<file path="config.mk">
export PLATFORM = sky130hd
export DESIGN_NAME = midi_note_to_gamepad_keys
export DESIGN_NICKNAME = d
export VERILOG_FILES = /design/src/rtl/mngk_pkg.sv /design/src/rtl/midi_note_to_gamepad_keys.sv /design/src/rtl/mngk_front.sv /design/src/rtl/mngk_back.sv
export SDC_FILE = /design/constraint.sdc
export NUM_CORES = 1
export LEC_CHECK = 0
export ABC_AREA = 1
export BUFFER_PORTS_ARGS = -buffer_cell sky130_fd_sc_hd__buf_2
export CAP_MARGIN = 20
export CORE_UTILIZATION = 40
export CTS_CLUSTER_SIZE = 16
export DETAILED_ROUTE_END_ITERATION = 8
export PLACE_DENSITY = 0.54
export SETUP_SLACK_MARGIN = 0.3
export SKIP_CTS_REPAIR_TIMING = 1
export SYNTH_ARGS = -nofsm -noshare
export SYNTH_HDL_FRONTEND = slang
export SYNTH_SLANG_ARGS = --single-unit
export TNS_END_PERCENT = 100
</file>
<file path="constraint.sdc">
create_clock -name i_clk -period 9.1 [get_ports i_clk]
set_clock_uncertainty 0.05 [all_clocks]
set_input_delay 0.455 -clock i_clk [delete_from_list [all_inputs] [get_ports i_clk]]
set_output_delay 0.455 -clock i_clk [all_outputs]
set_load 0.01 [all_outputs]
</file>
<file path="src/rtl/mngk_pkg.sv">
// Package for the MIDI note to gamepad key mapper.
// Shared constants, the queued beat type and the note and partner lookups. No dependencies.
`timescale 1ns / 1ps
package mngk_pkg;
    localparam int NumKeys  = 15;
    localparam int KeyW     = 4;
    localparam int HoldW    = 10;
    localparam logic [HoldW-1:0] HoldCap = 10'd1023;
    localparam logic [7:0] HoldReset = 8'd8;
    localparam logic [3:0] CmdNoteOn  = 4'h9;
    localparam logic [3:0] CmdNoteOff = 4'h8;
    localparam logic [3:0] CmdCtrl    = 4'hB;
    localparam logic [6:0] CcSoundOff = 7'h78;
    localparam logic [6:0] CcResetAll = 7'h79;
    localparam logic [6:0] CcNotesOff = 7'h7B;
    localparam logic [7:0] StickCentre = 8'd128;
    localparam logic [7:0] FullScale   = 8'd255;
    localparam logic [KeyW-1:0] NoPartner = 4'hF;

    // Pending command held against each key.
    localparam logic [1:0] KeyNone = 2'd0;
    localparam logic [1:0] KeyOff  = 2'd1;
    localparam logic [1:0] KeyOn   = 2'd2;

    typedef enum logic [1:0] {
        OP_TICK  = 2'd0,
        OP_OFF   = 2'd1,
        OP_ON    = 2'd2,
        OP_CLEAR = 2'd3
    } t_op;

    typedef struct packed {
        t_op             op;
        logic [KeyW-1:0] key;
    } t_cmd;

    typedef struct packed {
        logic            hit;
        logic [KeyW-1:0] key;
    } t_lookup;

    function automatic t_lookup note_lookup(input logic [6:0] note);
        t_lookup r;
        r.hit = 1'b1;
        case (note)
            7'd60: r.key = 4'd0;
            7'd62: r.key = 4'd1;
            7'd64: r.key = 4'd2;
            7'd65: r.key = 4'd3;
            7'd67: r.key = 4'd4;
            7'd69: r.key = 4'd5;
            7'd71: r.key = 4'd6;
            7'd72: r.key = 4'd7;
            7'd74: r.key = 4'd8;
            7'd76: r.key = 4'd9;
            7'd77: r.key = 4'd10;
            7'd79: r.key = 4'd11;
            7'd81: r.key = 4'd12;
            7'd83: r.key = 4'd13;
            7'd84: r.key = 4'd14;
            default: begin
                r.hit = 1'b0;
                r.key = 4'd0;
            end
        endcase
        return r;
    endfunction

    function automatic logic [KeyW-1:0] key_partner(input logic [KeyW-1:0] k);
        case (k)
            4'd2:  return 4'd6;
            4'd6:  return 4'd2;
            4'd4:  return 4'd8;
            4'd8:  return 4'd4;
            4'd12: return 4'd14;
            4'd14: return 4'd12;
            default: return NoPartner;
        endcase
    endfunction
endpackage

</file>
<file path="src/rtl/midi_note_to_gamepad_keys.sv">
// Top level of the MIDI note to gamepad key mapper: register port, front, back.
// Depends on mngk_pkg, mngk_front and mngk_back.
//   channel  handshake                 payload
//   input    i_valid / o_stall         mode, status_byte, note_number, velocity
//   output   o_valid / i_stall         frame_seq .. right_trigger
//   config   APB psel/penable/pwrite   hold_ticks at address 0
// A MIDI beat is taken and queued; the back end applies it from its idle state.
// On a tick the back end walks the 15 keys once for releases and once
// for presses, one key a cycle, then ages the counters.
// A tick with a clear pending skips the release walk.
// The report waits in its register while the output is stalled; the
// front queue keeps taking beats until it is full. Reset is synchronous.
`timescale 1ns / 1ps
module midi_note_to_gamepad_keys (
    input  logic        i_clk,
    input  logic        i_rst_n,
    input  logic        psel,
    input  logic        penable,
    input  logic        pwrite,
    input  logic [1:0]  paddr,
    input  logic [31:0] pwdata,
    output logic [31:0] prdata,
    output logic        pready,
    input  logic        i_valid,
    output logic        o_stall,
    input  logic        i_mode,
    input  logic [7:0]  i_status_byte,
    input  logic [6:0]  i_note_number,
    input  logic [6:0]  i_velocity,
    output logic        o_valid,
    input  logic        i_stall,
    output logic [3:0]  o_frame_seq,
    output logic [13:0] o_buttons,
    output logic [3:0]  o_dpad,
    output logic [7:0]  o_left_x,
    output logic [7:0]  o_left_y,
    output logic [7:0]  o_right_x,
    output logic [7:0]  o_right_y,
    output logic [7:0]  o_left_trigger,
    output logic [7:0]  o_right_trigger
);
    import mngk_pkg::*;

    logic [7:0] r_hold_ticks;
    logic       q_valid, q_pop;
    t_cmd       q_cmd;

    assign pready = 1'b1;
    assign prdata = (paddr == 2'd0) ? {24'd0, r_hold_ticks} : 32'd0;

    always_ff @(posedge i_clk) begin
        if (!i_rst_n) begin
            r_hold_ticks <= HoldReset;
        end else if (psel && penable && pwrite && paddr == 2'd0) begin
            r_hold_ticks <= pwdata[7:0];
        end
    end

    mngk_front u_front (
        .i_clk, .i_rst_n, .i_valid, .o_stall, .i_mode, .i_status_byte,
        .i_note_number, .i_velocity,
        .o_q_valid(q_valid), .i_q_pop(q_pop), .o_q_cmd(q_cmd)
    );

    mngk_back u_back (
        .i_clk, .i_rst_n, .i_hold_ticks(r_hold_ticks),
        .i_q_valid(q_valid), .o_q_pop(q_pop), .i_q_cmd(q_cmd),
        .o_valid, .i_stall, .o_frame_seq, .o_buttons, .o_dpad, .o_left_x,
        .o_left_y, .o_right_x, .o_right_y, .o_left_trigger, .o_right_trigger
    );
endmodule

</file>
<file path="src/rtl/mngk_front.sv">
// Front end: accepts input beats, decodes MIDI messages into queued commands.
// Depends on mngk_pkg.
`timescale 1ns / 1ps
module mngk_front (
    input  logic           i_clk,
    input  logic           i_rst_n,
    input  logic           i_valid,
    output logic           o_stall,
    input  logic           i_mode,
    input  logic [7:0]     i_status_byte,
    input  logic [6:0]     i_note_number,
    input  logic [6:0]     i_velocity,
    output logic           o_q_valid,
    input  logic           i_q_pop,
    output mngk_pkg::t_cmd o_q_cmd
);
    import mngk_pkg::*;

    localparam int Depth = 4;
    localparam int PtrW  = 2;

    t_cmd          r_mem [Depth];
    logic [PtrW:0] r_wr, r_rd;
    t_lookup       lk;
    t_cmd          dec;
    logic          dec_ok, full, push;

    always_comb begin
        lk = note_lookup(i_note_number);
        dec.key = lk.key;
        dec.op  = OP_TICK;
        dec_ok  = 1'b0;
        if (i_mode) begin
            dec_ok = 1'b1;
        end else if (i_status_byte[7:4] == CmdNoteOn && i_velocity != 7'd0) begin
            dec.op = OP_ON;
            dec_ok = lk.hit;
        end else if (i_status_byte[7:4] == CmdNoteOn || i_status_byte[7:4] == CmdNoteOff) begin
            dec.op = OP_OFF;
            dec_ok = lk.hit;
        end else if (i_status_byte[7:4] == CmdCtrl && (i_note_number == CcSoundOff ||
                     i_note_number == CcResetAll || i_note_number == CcNotesOff)) begin
            dec.op = OP_CLEAR;
            dec_ok = 1'b1;
        end
    end

    assign full      = (r_wr[PtrW] != r_rd[PtrW]) && (r_wr[PtrW-1:0] == r_rd[PtrW-1:0]);
    assign o_stall   = full;
    assign push      = i_valid && !full && dec_ok;
    assign o_q_valid = r_wr != r_rd;
    assign o_q_cmd   = r_mem[r_rd[PtrW-1:0]];

    always_ff @(posedge i_clk) begin
        if (!i_rst_n) begin
            r_wr <= '0;
            r_rd <= '0;
        end else begin
            if (push) r_wr <= r_wr + 1'b1;
            if (i_q_pop && o_q_valid) r_rd <= r_rd + 1'b1;
        end
        if (push) r_mem[r_wr[PtrW-1:0]] <= dec;
    end
endmodule

</file>
<file path="src/rtl/mngk_back.sv">
// Back end: key state, tick sequencer walking the keys, report register.
// Depends on mngk_pkg.
`timescale 1ns / 1ps
module mngk_back (
    input  logic           i_clk,
    input  logic           i_rst_n,
    input  logic [7:0]     i_hold_ticks,
    input  logic           i_q_valid,
    output logic           o_q_pop,
    input  mngk_pkg::t_cmd i_q_cmd,
    output logic           o_valid,
    input  logic           i_stall,
    output logic [3:0]     o_frame_seq,
    output logic [13:0]    o_buttons,
    output logic [3:0]     o_dpad,
    output logic [7:0]     o_left_x,
    output logic [7:0]     o_left_y,
    output logic [7:0]     o_right_x,
    output logic [7:0]     o_right_y,
    output logic [7:0]     o_left_trigger,
    output logic [7:0]     o_right_trigger
);
    import mngk_pkg::*;

    typedef enum logic [1:0] {
        S_IDLE, S_REL, S_PRESS, S_AGE
    } t_state;

    t_state           r_state;
    logic [KeyW-1:0]  r_k;
    logic [1:0]       r_cmd  [NumKeys];
    logic [7:0]       r_lock [NumKeys];
    logic [HoldW-1:0] r_hold [NumKeys];
    logic             r_clear;
    logic [13:0]      r_btn;
    logic [3:0]       r_dp;
    logic [7:0]       r_lx, r_rx, r_tl, r_tr;
    logic [3:0]       r_fc;

    logic [KeyW-1:0]  part;
    logic [HoldW-1:0] ht, hk, hp;
    logic [7:0]       lk;
    logic             start;

    assign ht      = {2'b00, i_hold_ticks};
    assign part    = key_partner(r_k);
    assign hk      = r_hold[r_k];
    assign lk      = r_lock[r_k];
    assign hp      = (part == NoPartner) ? '0 : r_hold[part];
    assign start   = i_q_valid && r_state == S_IDLE && !(o_valid && i_stall);
    assign o_q_pop = start;

    always_ff @(posedge i_clk) begin
        logic [13:0] b;
        logic [3:0]  d;
        logic [7:0]  lx, rx, tl, tr;
        logic        go;
        logic        on;
        logic [KeyW-1:0] dk;
        b = r_btn; d = r_dp; lx = r_lx; rx = r_rx; tl = r_tl; tr = r_tr;
        go = 1'b0; on = 1'b0; dk = r_k;
        if (!i_rst_n) begin
            r_state <= S_IDLE;
            r_k     <= '0;
            r_clear <= 1'b0;
            r_btn <= '0; r_dp <= '0; r_lx <= StickCentre; r_rx <= StickCentre;
            r_tl <= '0; r_tr <= '0; r_fc <= '0;
            o_valid <= 1'b0;
            for (int i = 0; i < NumKeys; i++) begin
                r_cmd[i] <= KeyNone; r_lock[i] <= '0; r_hold[i] <= '0;
            end
        end else begin
            if (o_valid && !i_stall) o_valid <= 1'b0;
            unique case (r_state)
                S_IDLE: if (start) begin
                    case (i_q_cmd.op)
                        OP_ON:    r_cmd[i_q_cmd.key] <= KeyOn;
                        OP_OFF:   r_cmd[i_q_cmd.key] <= KeyOff;
                        OP_CLEAR: r_clear <= 1'b1;
                        default: begin
                            r_k <= '0;
                            if (r_clear) begin
                                // Nothing is left to release after a clear.
                                r_clear <= 1'b0;
                                b = '0; d = '0; lx = StickCentre; rx = StickCentre;
                                tl = '0; tr = '0;
                                for (int i = 0; i < NumKeys; i++) begin
                                    r_cmd[i] <= KeyNone; r_lock[i] <= '0; r_hold[i] <= '0;
                                end
                                r_state <= S_PRESS;
                            end else begin
                                r_state <= S_REL;
                            end
                        end
                    endcase
                end
                S_REL: begin
                    if (r_cmd[r_k] == KeyOff) begin
                        r_cmd[r_k] <= KeyNone;
                        if (hk != '0) begin
                            r_lock[r_k] <= i_hold_ticks; r_hold[r_k] <= '0;
                            go = 1'b1;
                        end
                    end
                    r_k <= (r_k == KeyW'(NumKeys - 1)) ? '0 : r_k + 1'b1;
                    if (r_k == KeyW'(NumKeys - 1)) r_state <= S_PRESS;
                end
                S_PRESS: begin
                    if (r_cmd[r_k] == KeyOn && lk == '0) begin
                        if (hk != '0) begin
                            if (hk >= ht) begin
                                r_lock[r_k] <= i_hold_ticks; r_hold[r_k] <= '0;
                                go = 1'b1;
                            end
                        end else if (!(part != NoPartner && hp != '0 && hp < ht)) begin
                            // A partner held long enough is released first.
                            if (part != NoPartner && hp >= ht) begin
                                r_lock[part] <= i_hold_ticks; r_hold[part] <= '0;
                                dk = part;
                                case (dk)
                                    4'd2: d[1] = 1'b0;
                                    4'd4: d[2] = 1'b0;
                                    4'd6: d[0] = 1'b0;
                                    4'd8: d[3] = 1'b0;
                                    default: lx = StickCentre;
                                endcase
                                dk = r_k;
                            end
                            go = 1'b1; on = 1'b1;
                            r_cmd[r_k] <= KeyNone; r_lock[r_k] <= '0; r_hold[r_k] <= 10'd1;
                        end
                    end
                    r_k <= (r_k == KeyW'(NumKeys - 1)) ? '0 : r_k + 1'b1;
                    if (r_k == KeyW'(NumKeys - 1)) r_state <= S_AGE;
                end
                S_AGE: begin
                    for (int i = 0; i < NumKeys; i++) begin
                        if (r_lock[i] != '0) r_lock[i] <= r_lock[i] - 1'b1;
                        if (r_hold[i] != '0 && r_hold[i] < HoldCap)
                            r_hold[i] <= r_hold[i] + 1'b1;
                    end
                    o_valid         <= 1'b1;
                    o_frame_seq     <= r_fc;
                    r_fc            <= r_fc + 1'b1;
                    o_buttons       <= r_btn;
                    o_dpad          <= r_dp;
                    o_left_x        <= r_lx;
                    o_left_y        <= StickCentre;
                    o_right_x       <= r_rx;
                    o_right_y       <= StickCentre;
                    o_left_trigger  <= r_tl;
                    o_right_trigger <= r_tr;
                    r_state         <= S_IDLE;
                end
                default: r_state <= S_IDLE;
            endcase
            if (go) begin
                case (dk)
                    4'd0:  tl = on ? FullScale : 8'd0;
                    4'd1:  tr = on ? FullScale : 8'd0;
                    4'd2:  if (!on) d[1] = 1'b0; else if (!d[0]) d[1] = 1'b1;
                    4'd3:  b[0] = on;
                    4'd4:  if (!on) d[2] = 1'b0; else if (!d[3]) d[2] = 1'b1;
                    4'd5:  b[2] = on;
                    4'd6:  if (!on) d[0] = 1'b0; else if (!d[1]) d[0] = 1'b1;
                    4'd7:  b[3] = on;
                    4'd8:  if (!on) d[3] = 1'b0; else if (!d[2]) d[3] = 1'b1;
                    4'd9:  b[1] = on;
                    4'd10: b[4] = on;
                    4'd11: b[5] = on;
                    4'd12: if (!on) lx = StickCentre; else if (lx == StickCentre) lx = 8'd0;
                    4'd13: rx = on ? 8'd0 : StickCentre;
                    4'd14: if (!on) lx = StickCentre;
                           else if (lx == StickCentre) lx = FullScale;
                    default: ;
                endcase
            end
            r_btn <= b; r_dp <= d; r_lx <= lx; r_rx <= rx; r_tl <= tl; r_tr <= tr;
        end
    end
endmodule

</file>
* After elaboration in Yosys (flattened, before gate mapping)
Memory sizes are Yosys's and may differ from the RTL's. A register that Yosys moved wholly into a read port is not among the register bits.
Cells that the tools add are included.
** Storage, ports and cells
- Register bits :: 114
- Bits in writable memories :: 324
- Input bits :: 64
- Output and inout port bits :: 105
- Logic and storage cells :: 693
- Memories kept :: 4
** Operators by class
- $add $sub $neg :: 34
- Magnitude comparators :: 18
- Equal/unequal tests :: 63
- Muxes and demuxes :: 379
- Bitwise gates (word level) :: 82
- Reductions and logical operators :: 92
** Memory list
- u_back.r_hold :: depth 15, width 10, rd ports 17, clocked after Yosys merged registers in 1, write ports 15, RTL line mngk_back.sv:33 : logic [HoldW-1:0] r_hold [NumKeys];
- u_back.r_lock :: depth 15, width 8, rd ports 16, clocked after Yosys merged registers in 1, write ports 15, RTL line mngk_back.sv:32 : logic [7:0] r_lock [NumKeys];
- u_back.r_cmd :: depth 15, width 2, rd ports 1, clocked after Yosys merged registers in 1, write ports 15, RTL line mngk_back.sv:31 : logic [1:0] r_cmd [NumKeys];
- u_front.r_mem :: depth 4, width 6, rd ports 1, clocked after Yosys merged registers in 1, write ports 1, RTL line mngk_front.sv:22 : t_cmd r_mem [Depth];
** Operators by type and width (number)
- $mux W8 :: 69
- $mux W10 :: 35
- $mux W1 :: 206
- $reduce_bool A10 Y1 :: 17
- $add A10 B1 Y10 const B :: 15
- $lt A10 B10 Y1 const B :: 15
- $reduce_bool A8 Y1 :: 15
- $sub A8 B1 Y8 const B :: 15
- $eq A7 B7 Y1 const B :: 16
- $mux W4 :: 25
- $or A1 B1 Y1 :: 81
- $eq A4 B4 Y1 const B :: 15
- $mux W2 :: 30
- $pmux W4 S14 :: 1
- $eq A4 B3 Y1 const B :: 8
- $logic_and A1 B1 Y1 :: 32
- $pmux W8 S2 :: 2
- $mux W6 :: 5
- $pmux W4 S6 :: 1
- $ge A10 B8 Y1 :: 2
- $reduce_or A10 Y1 :: 2
- $eq A4 B2 Y1 const B :: 4
- $pmux W4 S2 :: 2
- $reduce_or A8 Y1 :: 2
- other kinds (31) :: 53

* Depth between registers and ports, before layout
Gate-level depths: netlist (run 1).
- Depth in word-level cells :: 17
- Gate-level depth with buffers :: 31
- Depth with buffers taken out :: 30

* By module
From an unflattened synthesis (run 1), not the netlist that was laid out.
** Second synthesis, totals
- Cells, all modules :: 3603
- Area, all modules :: 27269.9 µm²
** By module, submodules not included
- mngk_back :: instances 1, cells an instance 3305, area an instance 24901.4 µm², sequential area each 10369.9 µm²
- mngk_front :: instances 1, cells an instance 199, area an instance 1712.9 µm², sequential area each 880.8 µm²
- midi_note_to_gamepad_keys :: instances 1, cells an instance 99, area an instance 655.6 µm², sequential area each 160.2 µm²

* Worst setup path after synthesis (run 1)
OpenSTA, ideal clock, no wires.
- Kind :: flip-flop to flip-flop
- Start :: reg u_back.r_k[2]
- End :: mem u_back.r_lock[6][0] (enable)
- Library setup time :: 0.340 ns
- Arrival time :: 3.468 ns
- Required time :: 8.710 ns
- Setup slack :: 5.242 ns
- Stages on the path, launching flop included :: 28
- Path buffers :: 4
- Period minus slack after synthesis :: 3.858 ns
- Path through :: dfxtp_1 buf_2 nand2_2 inv_1 nand2_2 nand2_1 buf_4 nor2_4 buf_4 nand2_1 nand3_1 nand2_1 nand3_1 inv_1 ha_1 nand2_1 o21ai_0 nand4_1 nand2_1 inv_2 nand3_2 nand3_2 nor2_2 inv_2 buf_2 nor2_1 nand2_1 nand4_1
** RTL lines
- start, declared :: RTL line mngk_back.sv:30 : logic [KeyW-1:0] r_k;
- start signal, assigned :: RTL line mngk_back.sv:105 : r_k <= (r_k == KeyW'(NumKeys - 1)) ? '0 : r_k + 1'b1;
- start signal, assigned :: RTL line mngk_back.sv:133 : r_k <= (r_k == KeyW'(NumKeys - 1)) ? '0 : r_k + 1'b1;
- end, declared :: RTL line mngk_back.sv:32

==> results of run 1 <==
layout make-up:
cell class,count,area (µm²)
fill,7090,38200
multi-input combinational,2594,14000
sequential,455,11400
inverter,510,1920
clock buffer,69,1480
tap,931,1160
timing repair buffer,115,636
clock inverter,31,308
metal layers:
metal,GRT usage [%],vias to the layer above
met5,0,-
met4,9.40,0
met3,3.87,171
met2,41.2,880
met1,35.7,12000
li1,-,12600
worst max-delay path, cell delays in order, from the launching register on:
cell     delay, ns
dfxtp_4       0.64
buf_4         0.68
inv_2         0.42
buf_4         0.43
or2_2         0.37
nand3_1       0.11
nand4_1       0.10
nor2_1        0.11
nand3_1       0.18
nand2_1       0.12
nand2_1       0.07
nand2_1       0.19
nand3_1       0.09
nor2_1        0.18
nand3_2       0.16
nand2_2       0.14
nand3_4       0.23
inv_4         0.28
nand2_1       0.64
nand3_1       0.56
o22ai_1       0.12
final timing paths:
check / start / endpoint / slack, ns / depth (start not counted)
worst max-delay path: register / u_back.r_lock[3][2] / 2.86 / 20
worst min-delay path: i_stall / u_back.o_valid / 0.03 / 3
worst min register to register: u_back.r_btn[5] / u_back.o_buttons[5] / 0.38 / 0
worst max register to register: register / u_back.r_lock[3][2] / 2.86 / 20
where the power goes:
group / internal [mW] / switching (mW)
clock network: 1.29 / 0.913
logic: 0.628 / 1.60
registers: 2.30 / 0.153
state kept, by name, summed over array words and instances (netlist names), 6 cells and up, named ones only:
name	flops
u_back.r_hold	151
u_back.r_lock	128
u_back.r_cmd	32
u_front.r_mem	24
r_hold_ticks	8
u_back.o_left_trigger	8
u_back.o_left_x	8
u_back.o_right_trigger	8
u_back.o_right_x	8
u_back.r_lx	8
u_back.r_rx	8
u_back.r_tl	8
u_back.r_tr	8
u_back.o_buttons	6
u_back.r_btn	6
cells in the mapped netlist, drive strengths merged, types with 4 or more instances:
| cell type | number | share of area (%) |
|---|---|---|
| clkbuf | 53 | 0.71 |
| clkinv | 11 | 0.15 |
| xor2 | 115 | 3.6 |
| nand3 | 195 | 3.6 |
| o32ai | 26 | 0.81 |
| o21ai | 211 | 3.8 |
| a22oi | 61 | 1.6 |
| o22ai | 104 | 2.3 |
| buf | 124 | 2.7 |
| edfxtp | 230 | 25 |
| a211oi | 12 | 0.32 |
| a31oi | 15 | 0.33 |
| o31ai | 4 | 0.11 |
| nand3b | 7 | 0.19 |
| nand4 | 72 | 1.6 |
| o311ai | 4 | 0.12 |
| a32oi | 33 | 1.0 |
| or2 | 13 | 0.29 |
| o211ai | 44 | 1.2 |
| inv | 499 | 6.7 |
| nor2 | 431 | 6.1 |
| o2111ai | 28 | 0.87 |
| nor3 | 69 | 1.2 |
| dfxtp | 225 | 16 |
| ha | 90 | 4.0 |
| nand2 | 678 | 9.2 |
| a21oi | 239 | 4.3 |
| o221ai | 7 | 0.22 |
| nor4 | 37 | 0.82 |
| o21bai | 6 | 0.16 |
| a221oi | 8 | 0.25 |
| xnor2 | 17 | 0.53 |
cells by family after synthesis:
kind of cell	count (synthesis)	share of synthesized area (%)
AND/OR/NAND/NOR	1511	23.3
AO/OA/AOI/OAI	812	17.7
buffers and inverters	687	10.2
flip-flops	455	40.7
XOR/XNOR	132	4.12
adder cells (fa/ha/maj)	90	4.01
other	2	0.0268
==> results by group, run 1 <==
Timing
  – Slew @ Worst Pin: 1.03 ns
  – Max-slew violations: 0
  – RSZ-0062 raised after global routing: no
  – Relative slew margins: a little under a third
  – Final setup TNS: 0 ns
  – Final Hold Viols: 0
  – Hold WS: 0.0260 ns
  – Maximum clock frequency: 160 MHz
  – # setup viols final: 0
  – Final min period: about 6.2 ns
  – Crit share post-route: a little under 70%
  – Final WS setup: 2.86 ns

Placed design
  – Hpwl dp: 66700 µm
  – Placed Area: 29100 µm²
  – I/O Buffers: 91
  – GPL Wtd Cong: 0.945
  – Inst Count DP: 4605
  – Worst Setup Slack post-DPL: 2.94 ns

CTS
  – H-tree Lvls: 2
  – Max clock buf depth: 3
  – TritonCTS Buffers: between 50 and 60
  – CTS tree: yes
  – Root buffer cell: clkbuf_16
  – Clock transition at the registers of the reported paths: 0.06 ns
  – Clock Latency Late Sink: 0.62 ns
  – Clock Sinks: 455

Die
  – Std cell rows: 96
  – Starting density of the core: 40.6%
  – Die span in x: 267 µm
  – Die Span Y: 267 µm
  – Core Region: 69100 µm²
  – Die area: 71200 µm²
  – I/O pin count: 169

Detailed routing
  – WL met3: 6480 µm
  – DR pass1 iterations: 6
  – Max Used Layer: met4
  – Met2 routed WL: 41700 µm
  – Via count: 25700
  – WL met1: about 42000 µm
  – Via-per-instance ratio: 5.46
  – Avg WL per Cell: 19.9 µm
  – Iter 0 DRT Violations: 2688
  – DRT antenna net count: 0
  – DRC errors left: 0
  – Post-Route WL: 93800 µm

Critical path
  – Critical path type: reg2reg
  – CP Data Required Time: 9.37 ns
  – Setup crit end kind: register
  – Crit-path max FO: 77
  – Crit path DAT: 6.51 ns
  – Critical Path Source Type: register

Power
  – Power, Total: 6.88 mW
  – Leak pwr: about 13 nW
  – PD cells: 223 nW/µm²
  – Max VDD drop: 0.175 mV

Synthesis
  – Post-synth EDFFs: 230
  – Primary FF master, synth: edfxtp_1
  – #FFs+latches synth: between 400 and 500
  – Syn avg cell area: between 7 and 8 µm²
  – Synthesized cell area: around 28000 µm²
  – Cell variety after synth: 57
  – Synth Instances: ~3700
  – Ys Warns: 0
  – Register area share after synthesis: 40.7%
  – Post-synth ARST share: 0%

Finish
  – Ant. Diodes: 0
  – Non-filler cells, final: roughly 4700
  – Post-route cell area: a little over 30000 µm²
  – Finished Core Util: 44.7%
  – Share of layout cells above drive strength 1: under 10%
  – Most common cell after layout, fill and taps aside: nand2_1
  – Area Growth Syn to Fin: 10.0%
  – Nets: 3883
  – Most frequent cells in the layout: nand2_1 (661), inv_1 (468), nor2_1 (411)

Global route
  – Total grt overflow: 0
  – Tot GR Track Use: 26.0%
  – Vias in the first global route: between 20000 and 25000
  – Maximum number of pins on one net before global-route repair: 78
  – Initial antenna violation count: 0
  – Wire length of the first global-routing pass: 142000 µm

Outcome
  – Outcome: finished, final reports clean

Hold path
  – Hold crit path type: in2reg

Job
  – Max capacitance violation total: 0
(Power assumes the default switching activity.)
==> run 2: changes to the inputs <==
Settings changed: ABC_AREA 1 to 0.
Clock period 9.1 ns to 5.9 ns, I/O delays scaled along.
==> run 2 against run 1 <==
  * Via count is 12% lower
  * Critical path depth is 7 lower
  * Synthesized cell count is 22% lower
  * Combinational power is 43% lower
  * Register-to-register slack worse by 2.2 ns
  * Maximum frequency is 19% higher
  * Die area is 4.1% lower
  * First-iteration DRC count is 36% lower
  * Highest routed layer unchanged
  * Critical path type unchanged
==> results by group, run 2 <==
Finish
  – Finished Core Util: 45.4% (+0.68 points)
  – Multi-input logic area: 14200 µm² (+1.5%)
  – Fillers: 6342 (-11%)
  – Largest register by flop count: u_back.r_hold
  – Register area: 11400 µm² (unchanged)
  – Non-filler cells, final: 3862 (-18%)
  – Share of layout cells above drive strength 1: 11.5% (+3.9 points)
  – Largest regs: u_back.r_hold: 151 flops, u_back.r_lock: 128 flops, u_back.r_cmd: 32 flops
  – Area Growth Syn to Fin: 11.7%
  – Most frequent cells in the layout: nor2_1 (279), edfxtp_1 (230), nand2_1 (229)
  – Max reg flops: 151 (unchanged)
  – Nets: 3113 (-20%)
  – Most common cell after layout, fill and taps aside: nor2_1
  – Post-route cell area: 30100 µm² (-2.7%)
  – Ant. Diodes: 0 (unchanged)

CTS
  – Max clock buf depth: 3 (unchanged)
  – H-tree Lvls: 2 (unchanged)
  – Root buffer cell: clkbuf_16
  – Clock transition at the registers of the reported paths: 0.06 ns (about the same)
  – Clock Latency Late Sink: 0.61 ns (about the same)
  – Clock Sinks: 455 (unchanged)
  – CTS tree: yes
  – TritonCTS Buffers: 53 (unchanged)

Critical path
  – Critical path's slowest cell: a2111oi_0
  – CP max stage delay: 0.79 ns (+0.11 ns)
  – Critical Path Source Type: register
  – Setup crit end kind: register
  – CP Cell Sequence: nand2b_1, o221ai_1, a2111oi_0, ha_1, nand3_1, a21oi_1, nor2_1, a22o_1, o211ai_1, nand4_4, nor4_4, a21oi_2, nand2_1
  – Critical path type: reg2reg
  – Crit path DAT: 5.45 ns (-1.06 ns)
  – CP Data Required Time: 6.11 ns (-3.26 ns)
  – Crit-path max FO: 16 (-79%)

Synthesis
  – Compound-Gate Fraction of Synth Area: 15.6% (-2.0 points)
  – Post-synth EDFFs: 230 (unchanged)
  – Synthesized cell area: 26900 µm² (-4.1%)
  – Cells taking the most area after synthesis: edfxtp_1 (26%), dfxtp_1 (17%), ha_1 (4.2%)
  – Commonest cells in the netlist: nor2_1 (280), edfxtp_1 (230), nand2_1 (229)
  – Cell variety after synth: 90 (+58%)
  – Yosys top cell area share: 25.7% (+1.1 points)
  – Syn avg cell area: 9.33 µm² (+23%)
  – Post-synthesis mux area share: 7.00% (+7.0 points)
  – Most frequent cell after synthesis: nor2_1
  – Cell taking the most area after synthesis: edfxtp_1
  – Post-Synth Adder-Cell Area: 4.18% (+0.17 points)
  – Ys Warns: 0 (unchanged)
  – Post-Synth XOR/XNOR Area: 3.48% (-0.64 points)
  – Post-synth ARST share: 0% (unchanged)
  – Register area share after synthesis: 42.4% (+1.7 points)
  – Synth Instances: 2886 (-22%)
  – Post-synthesis simple-gate area fraction: 21.6% (-1.7 points)
  – #FFs+latches synth: 455 (unchanged)
  – Dominant combinational cell family by area after synthesis: simple AND/OR/NAND/NOR gates
  – Primary FF master, synth: edfxtp_1

Die
  – Core Region: 66200 µm² (-4.1%)
  – Starting density of the core: 40.6% (about the same)
  – I/O pin count: 169 (unchanged)
  – Die Span Y: 261 µm (-2.1%)
  – Die span in x: 261 µm (-2.1%)
  – Die area: 68300 µm² (-4.1%)
  – Std cell rows: 94 (-2.1%)

Detailed routing
  – Post-Route WL: 83400 µm (-11%)
  – DRC errors left: 0 (unchanged)
  – Avg WL per Cell: 21.6 µm (+8.4%)
  – Via count: 22700 (-12%)
  – DR pass1 iterations: 7 (+1)
  – DRT antenna net count: 0 (unchanged)
  – Via-per-instance ratio: 5.88 (+7.7%)
  – Iter 0 DRT Violations: 1733 (-36%)

Timing
  – Final WS setup: 0.659 ns (-2.20 ns)
  – Hold WS: 0.0638 ns (+0.0378 ns)
  – Final Hold Viols: 0 (unchanged)
  – Relative slew margins: 30.1% (-1.1 points)
  – Max-slew violations: 0 (unchanged)
  – Crit share post-route: 88.8% (+20 points)
  – Final min period: 5.24 ns (-1.00 ns)
  – RSZ-0062 raised after global routing: no
  – Final setup TNS: 0 ns (unchanged)
  – Maximum clock frequency: 191 MHz (+19%)
  – Slew @ Worst Pin: 1.05 ns (+0.0184 ns)
  – # setup viols final: 0 (unchanged)

Global route
  – Vias in the first global route: 21500 (-10%)
  – Tot GR Track Use: 23.9% (-2.1 points)
  – Wire length of the first global-routing pass: 126000 µm (-11%)
  – Initial antenna violation count: 2 (+2)
  – Maximum number of pins on one net before global-route repair: 50 (-36%)
  – Total grt overflow: 0 (unchanged)

Power
  – Leak pwr: 11.5 nW (-10%)
  – PD cells: 274 nW/µm² (+23%)
  – Power, Total: 8.23 mW (+20%)
  – Max VDD drop: 0.190 mV (+8.7%)

Placed design
  – GPL Wtd Cong: 0.959 (+1.5%)
  – Hpwl dp: 59100 µm (-11%)
  – I/O Buffers: 91 (unchanged)
  – Inst Count DP: 3759 (-18%)
  – Worst Setup Slack post-DPL: 0.769 ns (-2.17 ns)
  – Placed Area: 28200 µm² (-3.1%)

Hold path
  – Hold crit path type: in2reg

Outcome
  – Outcome: finished, final reports clean

Job
  – Max capacitance violation total: 0 (unchanged)
## run 2: cell count changes in the layout (fill, tap and decap cells not counted), moves of 51 or more
cell | previous run | this run
nand3_1 | 191 | 86
mux2i_1 | 0 | 105
nand4_1 | 71 | 20
inv_1 | 468 | 137
nor2_1 | 411 | 279
o22ai_1 | 104 | 16
a21oi_1 | 239 | 172
xor2_1 | 115 | 56
nand2_1 | 661 | 229
and3_1 | 2 | 117
nor3b_1 | 2 | 64
## run 2: layer usage
metal	routed length [µm]	global-route usage, %	vias to the layer above
met5	0	0	-
met1	37200	32.0	11100
met2	38600	38.9	707
met3	4540	3.57	167
li1	-	-	10700
met4	3080	9.08	0
## run 2: layout make-up
type / count / area share (%)
inverters: 141 / 1.76
multi-input cells: 2139 / 47.2
well taps: 864 / 3.60
repair buffers: 169 / 3.62
clock inverters: 24 / 0.957
flip-flops and latches: 455 / 38.0
clock buffers: 70 / 4.93
## run 2: logic make-up (layout without fill, tap and decap cells)
kind of cell    count (synthesis)  in the layout
fa+ha+maj                      90             90
buf+inv                       339            404
other cells                     2             49
flops                         455            455
simple gates                 1090           1090
xor+xnor                      107            107
compound gates                650            650
mux                           153            153
## run 2: final timing paths
| kind | startpoint | end | slack [ns] | depth (start not counted) |
|---|---|---|---|---|
| setup / recovery | u_back.r_k[1] | u_back.r_lock[14][6] | 0.66 | 13 |
| hold / removal | i_rst_n | r_hold_ticks[1] | 0.06 | 3 |
| setup reg to reg | u_back.r_k[1] | u_back.r_lock[14][6] | 0.66 | 13 |
| hold reg to reg | u_back.r_rx[4] | u_back.r_rx[4] | 0.37 | 2 |
## run 2: worst max-delay path, delay by kind of cell (launching register included)
family | cells | cell delay (ns)
AND/OR/NAND/NOR | 6 | 2.00
AO/OA/AOI/OAI | 6 | 1.88
flip-flops | 1 | 0.66
adder cells (fa/ha/maj) | 1 | 0.29
## run 2: report_power, final
group	switching (mW)	internal (mW)	total, mW
Combinational	0.810	0.458	1.27
Sequential	0.144	3.44	3.59
Clock	1.36	2.02	3.38
